<file path="config.mk">
export PLATFORM = sky130hd
export DESIGN_NAME = lru_accumulation_context_allocator_core_flat
export DESIGN_NICKNAME = d
export VERILOG_FILES = /design/src/lrua_pkg.sv /design/src/lrua_in_if.sv /design/src/lrua_out_if.sv /design/src/lru_accumulation_context_allocator_core.sv /design/src/lrua_table.sv /design/src/flat_wrapper.sv
export SDC_FILE = /design/constraint.sdc
export NUM_CORES = 1
export LEC_CHECK = 0
export BUFFER_PORTS_ARGS = -buffer_cell sky130_fd_sc_hd__buf_2
export CAP_MARGIN = 30
export CORE_MARGIN = 1.5
export CORE_UTILIZATION = 35
export CTS_CLUSTER_SIZE = 12
export DETAILED_ROUTE_END_ITERATION = 16
export HOLD_SLACK_MARGIN = 0.06
export SLEW_MARGIN = 10
export SYNTH_ARGS = -nofsm -noshare
export SYNTH_HDL_FRONTEND = slang
export SYNTH_HIERARCHICAL = 1
export SYNTH_SLANG_ARGS = --single-unit
export TNS_END_PERCENT = 5
</file>
<file path="constraint.sdc">
create_clock -name i_clk -period 5.3 [get_ports i_clk]
set_input_delay 0.265 -clock i_clk [delete_from_list [all_inputs] [get_ports i_clk]]
set_output_delay 0.265 -clock i_clk [all_outputs]
set_load 0.005 [all_outputs]
</file>
<file path="src/lrua_pkg.sv">
// Shared types and constants for the LRU accumulation context allocator.
// No dependencies; compiled first.
package lrua_pkg;

    localparam int CONTEXTS_DEF = 8;   // default number of accumulation contexts
    localparam int ROW_BITS_DEF = 16;  // default significant row bits
    localparam int ROW_W        = 16;  // row field width on the input channel
    localparam int CTX_W        = 3;   // context field width on the output channel

    typedef struct packed {
        logic             stream_start;
        logic             slot_valid;
        logic [ROW_W-1:0] row;
    } t_req;

endpackage

</file>
<file path="src/lrua_in_if.sv">
// Slot input channel: valid/ready plus one slot beat.
// Depends on lrua_pkg.
interface lrua_in_if;
    import lrua_pkg::*;

    logic             valid;
    logic             ready;
    logic             stream_start;
    logic             slot_valid;
    logic [ROW_W-1:0] row;

    modport source (output valid, output stream_start, output slot_valid, output row,
                    input ready);
    modport sink   (input valid, input stream_start, input slot_valid, input row,
                    output ready);
endinterface

</file>
<file path="src/lrua_out_if.sv">
// Context result channel: valid/ready plus one context index beat.
// Depends on lrua_pkg.
interface lrua_out_if;
    import lrua_pkg::*;

    logic             valid;
    logic             ready;
    logic [CTX_W-1:0] context_res;

    modport source (output valid, output context_res, input ready);
    modport sink   (input valid, input context_res, output ready);
endinterface

</file>
<file path="src/lru_accumulation_context_allocator_core.sv">
// Top level of the LRU accumulation context allocator: slot register, context
// table and result register. Depends on lrua_pkg, lrua_in_if, lrua_out_if, lrua_table.
//
// Usage:
//   i_in carries one slot per beat: stream_start, slot_valid and a row index.
//   o_out returns one context index per slot, in slot order. Empty slots
//   return context 0 and, unless stream_start clears it, leave the table untouched.
//   stream_start clears every context before its own slot is looked up.
// Timing:
//   A slot is registered in the input register on acceptance, then matched,
//   allocated and its result registered once the result register is free;
//   a stall on o_out.ready can hold it in the input register in between.
//   Throughput is one slot per cycle while o_out.ready stays high, set by the
//   match/rank update loop in the context table.
// Reset:
//   i_rst_n (synchronous) empties both pipeline registers and marks every
//   context free; no clearing pass is needed.
// Backpressure:
//   While o_out.ready is low the result holds; one more slot can wait in the
//   input register, after which i_in.ready drops.
module lru_accumulation_context_allocator_core #(
    parameter int CONTEXTS = lrua_pkg::CONTEXTS_DEF,
    parameter int ROW_BITS = lrua_pkg::ROW_BITS_DEF
) (
    input  logic            i_clk,
    input  logic            i_rst_n,
    lrua_in_if.sink         i_in,
    lrua_out_if.source      o_out
);
    import lrua_pkg::*;

    logic             r_in_vld;
    t_req             r_req;
    logic             r_out_vld;
    logic [CTX_W-1:0] r_ctx;

    logic             w_out_free;
    logic             w_fire;
    logic [CTX_W-1:0] w_ctx;

    assign w_out_free = !r_out_vld || o_out.ready;
    assign w_fire     = r_in_vld && w_out_free;
    assign i_in.ready = !r_in_vld || w_fire;

    always_ff @(posedge i_clk) begin
        if (!i_rst_n) begin
            r_in_vld  <= 1'b0;
            r_out_vld <= 1'b0;
        end else begin
            if (i_in.ready) r_in_vld <= i_in.valid;
            if (w_out_free) r_out_vld <= r_in_vld;
        end
    end

    always_ff @(posedge i_clk) begin
        if (i_in.valid && i_in.ready) begin
            r_req.stream_start <= i_in.stream_start;
            r_req.slot_valid   <= i_in.slot_valid;
            r_req.row          <= i_in.row;
        end
        if (w_fire) r_ctx <= w_ctx;
    end

    lrua_table #(
        .CONTEXTS (CONTEXTS),
        .ROW_BITS (ROW_BITS)
    ) u_table (
        .i_clk         (i_clk),
        .i_rst_n       (i_rst_n),
        .i_en          (w_fire),
        .i_req         (r_req),
        .o_context_res (w_ctx)
    );

    assign o_out.valid       = r_out_vld;
    assign o_out.context_res = r_ctx;

    // a processed slot always lands in the result register
    a_fire_fills_out: assert property (@(posedge i_clk) disable iff (!i_rst_n)
        w_fire |=> r_out_vld)
        else $error("processed slot did not produce a result beat");

    // empty slots get context 0
    a_empty_ctx0: assert property (@(posedge i_clk) disable iff (!i_rst_n)
        (w_fire && !r_req.slot_valid) |=> (r_ctx == '0))
        else $error("empty slot was given a nonzero context");

    // the same row twice in a row, without a stream start between, reuses its context
    a_reuse: assert property (@(posedge i_clk) disable iff (!i_rst_n)
        (w_fire && r_req.slot_valid) ##1
        (w_fire && r_req.slot_valid && !r_req.stream_start && (r_req.row == $past(r_req.row)))
        |=> (r_ctx == $past(r_ctx)))
        else $error("resident row was given a different context");

endmodule

</file>
<file path="src/lrua_table.sv">
// Context table: combinational parallel tag match, free/LRU pick and rank update.
// Depends on lrua_pkg.
module lrua_table #(
    parameter int CONTEXTS = lrua_pkg::CONTEXTS_DEF,
    parameter int ROW_BITS = lrua_pkg::ROW_BITS_DEF
) (
    input  logic                         i_clk,
    input  logic                         i_rst_n,
    input  logic                         i_en,
    input  lrua_pkg::t_req               i_req,
    output logic [lrua_pkg::CTX_W-1:0]   o_context_res
);
    import lrua_pkg::*;

    localparam int IDX_W = (CONTEXTS > 1) ? $clog2(CONTEXTS) : 1;

    logic [CONTEXTS-1:0]              r_valid;
    logic [IDX_W-1:0]                 r_rec [CONTEXTS];
    logic [ROW_BITS-1:0]              r_row [CONTEXTS];

    logic [CONTEXTS-1:0]              n_valid;
    logic [IDX_W-1:0]                 n_rec [CONTEXTS];

    logic [31:0]                      w_row_ext;
    logic [ROW_BITS-1:0]              w_row;
    logic [CONTEXTS-1:0]              w_v;
    logic [IDX_W-1:0]                 w_rec [CONTEXTS];
    logic [CONTEXTS-1:0]              w_hit;
    logic [CONTEXTS-1:0]              w_free;
    logic [CONTEXTS-1:0]              w_lru;
    logic [CONTEXTS-1:0]              w_hit_low;
    logic [CONTEXTS-1:0]              w_free_low;
    logic [CONTEXTS-1:0]              w_lru_low;
    logic [CONTEXTS-1:0]              w_sel_oh;
    logic [CONTEXTS-1:0]              w_age;
    logic                             w_hit_any;
    logic [IDX_W-1:0]                 w_hit_rec;
    logic [IDX_W-1:0]                 w_sel_idx;
    logic [31:0]                      w_sel_ext;

    assign w_row_ext = 32'(i_req.row);
    assign w_row     = w_row_ext[ROW_BITS-1:0];

    // stream_start clears the table before this slot is looked up
    always_comb begin
        for (int k = 0; k < CONTEXTS; k++) begin
            w_v[k]   = r_valid[k] & ~i_req.stream_start;
            w_rec[k] = i_req.stream_start ? '0 : r_rec[k];
            w_hit[k] = w_v[k] && (r_row[k] == w_row);
            // full table holds a permutation of ranks, so the oldest has the top rank
            w_lru[k] = w_v[k] && (w_rec[k] == IDX_W'(CONTEXTS - 1));
        end
    end

    assign w_free     = ~w_v;
    assign w_hit_any  = |w_hit;
    assign w_hit_low  = w_hit  & (~w_hit  + CONTEXTS'(1));
    assign w_free_low = w_free & (~w_free + CONTEXTS'(1));
    assign w_lru_low  = w_lru  & (~w_lru  + CONTEXTS'(1));

    always_comb begin
        priority if (w_hit_any) begin
            w_sel_oh = w_hit_low;
        end else if (|w_free) begin
            w_sel_oh = w_free_low;
        end else begin
            w_sel_oh = w_lru_low;
        end
    end

    always_comb begin
        w_hit_rec = '0;
        w_sel_idx = '0;
        for (int k = 0; k < CONTEXTS; k++) begin
            if (w_hit_low[k]) w_hit_rec = w_hit_rec | w_rec[k];
            if (w_sel_oh[k])  w_sel_idx = w_sel_idx | IDX_W'(k);
        end
    end

    // on a hit only entries younger than the hit entry age; on a miss all valid ones do
    always_comb begin
        for (int k = 0; k < CONTEXTS; k++) begin
            w_age[k] = !w_sel_oh[k] && w_v[k] && (!w_hit_any || (w_rec[k] < w_hit_rec));
            if (i_req.slot_valid && w_sel_oh[k]) begin
                n_valid[k] = 1'b1;
                n_rec[k]   = '0;
            end else begin
                n_valid[k] = w_v[k];
                n_rec[k]   = (i_req.slot_valid && w_age[k]) ? w_rec[k] + IDX_W'(1) : w_rec[k];
            end
        end
    end

    always_ff @(posedge i_clk) begin
        if (!i_rst_n) begin
            r_valid <= '0;
            for (int k = 0; k < CONTEXTS; k++) r_rec[k] <= '0;
        end else if (i_en) begin
            r_valid <= n_valid;
            for (int k = 0; k < CONTEXTS; k++) r_rec[k] <= n_rec[k];
        end
    end

    always_ff @(posedge i_clk) begin
        for (int k = 0; k < CONTEXTS; k++) begin
            if (i_en && i_req.slot_valid && w_sel_oh[k]) r_row[k] <= w_row;
        end
    end

    assign w_sel_ext     = 32'(w_sel_idx);
    assign o_context_res = i_req.slot_valid ? w_sel_ext[CTX_W-1:0] : '0;

endmodule
</file>
<file path="src/flat_wrapper.sv">
// flat-port wrapper written by rule: the top's interface ports become plain ports
module lru_accumulation_context_allocator_core_flat import lrua_pkg::*;
#(
    parameter int CONTEXTS = lrua_pkg::CONTEXTS_DEF,
    parameter int ROW_BITS = lrua_pkg::ROW_BITS_DEF
)
  (i_clk, i_rst_n, i_in_valid, i_in_stream_start, i_in_slot_valid, i_in_row, i_in_ready, o_out_valid, o_out_context_res, o_out_ready);
  lrua_in_if i_in_i ();
  lrua_out_if o_out_i ();
  input  logic i_clk;
  input  logic i_rst_n;
  input wire logic [$bits(i_in_i.valid)-1:0] i_in_valid;
  input wire logic [$bits(i_in_i.stream_start)-1:0] i_in_stream_start;
  input wire logic [$bits(i_in_i.slot_valid)-1:0] i_in_slot_valid;
  input wire logic [$bits(i_in_i.row)-1:0] i_in_row;
  output wire logic [$bits(i_in_i.ready)-1:0] i_in_ready;
  output wire logic [$bits(o_out_i.valid)-1:0] o_out_valid;
  output wire logic [$bits(o_out_i.context_res)-1:0] o_out_context_res;
  input wire logic [$bits(o_out_i.ready)-1:0] o_out_ready;
  assign i_in_i.valid = i_in_valid;
  assign i_in_i.stream_start = i_in_stream_start;
  assign i_in_i.slot_valid = i_in_slot_valid;
  assign i_in_i.row = i_in_row;
  assign i_in_ready = i_in_i.ready;
  assign o_out_valid = o_out_i.valid;
  assign o_out_context_res = o_out_i.context_res;
  assign o_out_i.ready = o_out_ready;
  lru_accumulation_context_allocator_core #(.CONTEXTS(CONTEXTS), .ROW_BITS(ROW_BITS)) u_core (.i_clk(i_clk), .i_rst_n(i_rst_n), .i_in(i_in_i), .o_out(o_out_i));
endmodule
</file>
==> run_summary.xml <==
<?xml version="1.0" encoding="UTF-8"?>
<metrics>
  <group name="status">
    <metric name="outcome" unit="">complete, no violations</metric>
  </group>
  <group name="pwr">
    <metric name="power.sequential.fraction" unit="">0.523</metric>
    <metric name="design_power_total" unit="mW">3.17</metric>
    <metric name="netSwitchingFraction" unit="">0.262</metric>
    <metric name="worst_ir_drop_vdd" unit="mV">0.182</metric>
    <metric name="clock_power_share" unit="">0.417</metric>
    <metric name="p_int" unit="mW">2.34</metric>
    <metric name="p_sw" unit="mW">0.829</metric>
    <metric name="leakage" unit="nW">3.84</metric>
    <metric name="power-per-cell-area" unit="mW/mm²">284</metric>
    <metric name="power.combinational.fraction" unit="">0.060</metric>
  </group>
  <group name="sta">
    <metric name="worst_slew_margin_rel" unit="">0.307</metric>
    <metric name="finalHoldViolations" unit="">0</metric>
    <metric name="unrepaired_setup_endpoints_after_global_routing" unit="">false</metric>
    <metric name="period_minus_slack" unit="ps">4590</metric>
    <metric name="timing.fmax" unit="GHz">0.218</metric>
    <metric name="min_period_over_period" unit="">0.866</metric>
    <metric name="timing.clock.skew" unit="ps">20.5</metric>
    <metric name="slew_violations" unit="">0</metric>
    <metric name="final.setup.tns" unit="ps">0</metric>
    <metric name="final.hold.worst_slack" unit="ps">109</metric>
    <metric name="tightestPinTransition" unit="ps">1030</metric>
    <metric name="report.final.setup_viol" unit="">0</metric>
  </group>
  <group name="worst_setup_path">
    <metric name="worst_path_max_delay_cell" unit="">edfxtp_1</metric>
    <metric name="timing.critical_path.from" unit="">u_core/r_req[15]</metric>
    <metric name="slowest_delay" unit="ps">850</metric>
    <metric name="cells_along_the_critical_path" unit="">xor2_1 -&gt; nor4_1 -&gt; nand4_1 -&gt; nor2_1 -&gt; nor3_1 -&gt; a221o_1 -&gt; a211oi_1 -&gt; buf_4 -&gt; ha_1 -&gt; a21oi_1 -&gt; and2_1 -&gt; nand2_1 -&gt; o21a_1 -&gt; or3_1 -&gt; a21oi_1</metric>
    <metric name="timing.rr.start" unit="">u_core/r_req[15]</metric>
    <metric name="cp-end-kind" unit="">register</metric>
    <metric name="worst-r2r-setup-slack" unit="ps">710</metric>
    <metric name="timing.critical_path.buf_inv" unit="">1</metric>
    <metric name="r2r_path_end" unit="">u_core/u_table/r_rec[0][0]</metric>
    <metric name="critical_path_peak_fanout" unit="">16</metric>
    <metric name="ff2ff_path_depth" unit="">15</metric>
    <metric name="cp_data_required_time" unit="ps">5590</metric>
    <metric name="setup.worst_path.start_class" unit="">register</metric>
    <metric name="crit_path_end" unit="">u_core/u_table/r_rec[0][0]</metric>
    <metric name="critical_path.top_delay_family" unit="">simple AND/OR/NAND/NOR gates</metric>
    <metric name="critical_path_arrival" unit="ps">4870</metric>
    <metric name="critical_path_depth" unit="">15</metric>
    <metric name="crit_path_frequent_cell" unit="">a21oi_1</metric>
    <metric name="worst-setup-path-type" unit="">reg -&gt; reg</metric>
  </group>
  <group name="grt">
    <metric name="vias_in_the_first_global_route" unit="">6386</metric>
    <metric name="largest_net_degree_at_the_start_of_global_routing" unit="">25</metric>
    <metric name="track_usage" unit="">0.171</metric>
    <metric name="grt_antenna_before_repair" unit="">0</metric>
    <metric name="first_pass_grt_wire_length" unit="µm">37300</metric>
    <metric name="gr-total-overflow" unit="">0</metric>
  </group>
  <group name="routing">
    <metric name="drt_first_iter_violations" unit="">535</metric>
    <metric name="drc" unit="">0</metric>
    <metric name="post_drt_wl_per_cell" unit="µm">19.2</metric>
    <metric name="detailroute.via_count" unit="">6562</metric>
    <metric name="detail_route.vias_per_cell" unit="">5.26</metric>
    <metric name="wl" unit="µm">24000</metric>
    <metric name="drtPass1Iterations" unit="">7</metric>
    <metric name="drt.antenna.violating_nets" unit="">0</metric>
  </group>
  <group name="synth">
    <metric name="postSynthNetCount" unit="">853</metric>
    <metric name="synth.avg_cell_area" unit="µm²">12.3</metric>
    <metric name="yosysUniqueCellTypes" unit="">75</metric>
    <metric name="asyncSetResetFlopFracSynth" unit="">0</metric>
    <metric name="postSynth.topFlopCell" unit="">edfxtp_1</metric>
    <metric name="yosysWarningCount" unit="">6</metric>
    <metric name="synth.yosys.seq_area_share" unit="">0.551</metric>
    <metric name="edff_count_synth" unit="">173</metric>
    <metric name="synth_largest_type_area_fraction" unit="">0.531</metric>
    <metric name="synth_largest_area_cell" unit="">edfxtp_1</metric>
    <metric name="syn_std_cell_area" unit="mm²">0.00979</metric>
    <metric name="ys_top_cells_by_area" unit="">edfxtp_1 53%, xor2_1 5.6%, xnor2_1 5.4%</metric>
    <metric name="synth_register_bits" unit="">183</metric>
    <metric name="netlist_instances" unit="">799</metric>
  </group>
  <group name="clock_tree">
    <metric name="ctsHtreeMaxLevel" unit="">4</metric>
    <metric name="clkLatencyLatePin" unit="ps">450</metric>
    <metric name="cts.clk_slew.worst_paths" unit="ps">70</metric>
    <metric name="clock-sinks" unit="">183</metric>
    <metric name="cts_tree" unit="">built</metric>
    <metric name="clock-root-buffer" unit="">clkbuf_16</metric>
    <metric name="cts-root-to-sink-buffers" unit="">2</metric>
    <metric name="total_clock_buffers_created_by_cts" unit="">17</metric>
    <metric name="cts_post_setup_buffers_inserted" unit="">0</metric>
  </group>
  <group name="floorplan">
    <metric name="chipHeight" unit="µm">170</metric>
    <metric name="dieArea" unit="mm²">0.0290</metric>
    <metric name="floorplan.initialDensity" unit="">0.354</metric>
    <metric name="core_region_area" unit="mm²">0.0276</metric>
    <metric name="top_level_ports" unit="">27</metric>
    <metric name="floorplan.rows" unit="">61</metric>
    <metric name="dieWidth" unit="µm">170</metric>
  </group>
  <group name="finish">
    <metric name="final_cell_count_no_fill" unit="">1247</metric>
    <metric name="post_layout_net_count" unit="">910</metric>
    <metric name="drive_gt1_frac" unit="">0.128</metric>
    <metric name="sequential_cell_area_in_the_final_layout" unit="mm²">0.00540</metric>
    <metric name="syn_to_final_growth" unit="%">13.9</metric>
    <metric name="finalInstanceArea" unit="mm²">0.0112</metric>
    <metric name="multi_input_combinational_cell_area" unit="mm²">0.00413</metric>
    <metric name="layout.filler_cells" unit="">2698</metric>
    <metric name="antenna-diode-count" unit="">0</metric>
    <metric name="layout.cells.most_common" unit="">edfxtp_1</metric>
    <metric name="mostFrequentLayoutCells" unit="">173 x edfxtp_1, 73 x nand2_1, 63 x xor2_1, 60 x xnor2_1</metric>
  </group>
  <group name="placement">
    <metric name="placed_cells_incl_taps" unit="">1197</metric>
    <metric name="finalWeightedCongestion" unit="">0.902</metric>
    <metric name="dp.final_hpwl" unit="µm">16900</metric>
    <metric name="placed_area" unit="mm²">0.0103</metric>
    <metric name="buffer_ports.inserted" unit="">26</metric>
  </group>
  <group name="flow_run">
    <metric name="max-cap-violations" unit="">0</metric>
  </group>
  <group name="worst_hold_path">
    <metric name="worstHoldStart" unit="">i_in_valid</metric>
    <metric name="timing.hold.worst.class" unit="">in -&gt; reg</metric>
  </group>
</metrics>
[cell type report]
| type | instances | area share |
|---|---|---|
| Tap cell | 378 | 0.0424 |
| Clock buffer | 17 | 0.0382 |
| Multi-Input combinational cell | 574 | 0.371 |
| Timing Repair Buffer | 66 | 0.0426 |
| Sequential cell | 183 | 0.484 |
| Clock inverter | 15 | 0.0176 |
| Inverter | 14 | 0.00471 |
[cell families after synthesis]
logic type,after synthesis,share of synthesized area
DFF,183,0.551
adders and majority gates,32,0.0409
buffers and inverters,42,0.0275
and+or+nand+nor,288,0.163
xor gates and xnor gates,129,0.120
AOI/OAI and AO/OA,108,0.0803
muxes,17,0.0174
[per-layer routing]
layer,track usage,routed length [µm]
met1,0.241,11200
met5,0,0
met3,0.0312,1540
met2,0.264,10700
met4,0.0608,485
[Yosys cell counts, types with 6 or more instances]
| cell type | count |
|---|---|
| o21ai_0 | 10 |
| nor4_1 | 23 |
| nor3_1 | 21 |
| nor2_1 | 27 |
| a21oi_1 | 29 |
| nand2b_1 | 9 |
| buf_6 | 14 |
| mux2i_1 | 17 |
| ha_1 | 32 |
| clkbuf_1 | 11 |
| nand4_1 | 32 |
| nor2b_1 | 31 |
| xor2_1 | 63 |
| o21a_1 | 14 |
| nand2_1 | 73 |
| edfxtp_1 | 173 |
| inv_1 | 13 |
| dfxtp_1 | 10 |
| o211ai_1 | 8 |
| xnor2_1 | 60 |
| nand3_1 | 22 |
| xnor2_2 | 6 |
| and2_1 | 7 |
[stage by stage]
step	util	worst slack, ps
final	0.404	712
after global routing	0.404	380
after CTS	0.404	735
after detailed placement	0.375	757
after global placement	0.375	843
after floorplan	-	1080
[worst min path at each step]
stage | to | cells after the start
6_report | u_core/r_in_vld | 3
5_1_grt | u_core/r_in_vld | 3
4_1_cts | u_core/r_in_vld | 3
3_5_place_dp | u_core/r_req[7] | 1
3_3_place_gp | u_core/r_req[7] | 1
2_1_floorplan | u_core/r_req[0] | 0
[power by group through the flow]
stage	logic (mW)	registers [mW]	clock network (mW)
floorplan	0.148	1.66	0
global placement	0.178	1.69	0
detailed placement	0.179	1.69	0
CTS	0.190	1.66	1.35
global route	0.209	1.67	1.41
finish	0.191	1.66	1.32
[timing repair]
item	4_1_cts	5_1_grt
hold endpoints to repair	18	0
gates resized for setup	0	0
hold buffers	18	0
[worst reg2reg max path, delay by kind of cell (launching register included)]
kind	cells	cell delay, ps
AOI/OAI and AO/OA	5	1020
and+or+nand+nor	7	1900
xor gates and xnor gates	1	190
adders and majority gates	1	270
DFF	1	850
buffers and inverters	1	200
[registers in the layout (all words and copies together) (netlist names)]
register,flops
u_core/u_table/r_row,128
u_core/u_table/r_rec,24
u_core/r_req,18
u_core/u_table/r_valid,8
u_core/o_out.context_res,3
u_core/o_out.valid,1
u_core/r_in_vld,1
No activity file was read; power rests on OpenSTA's default activity.
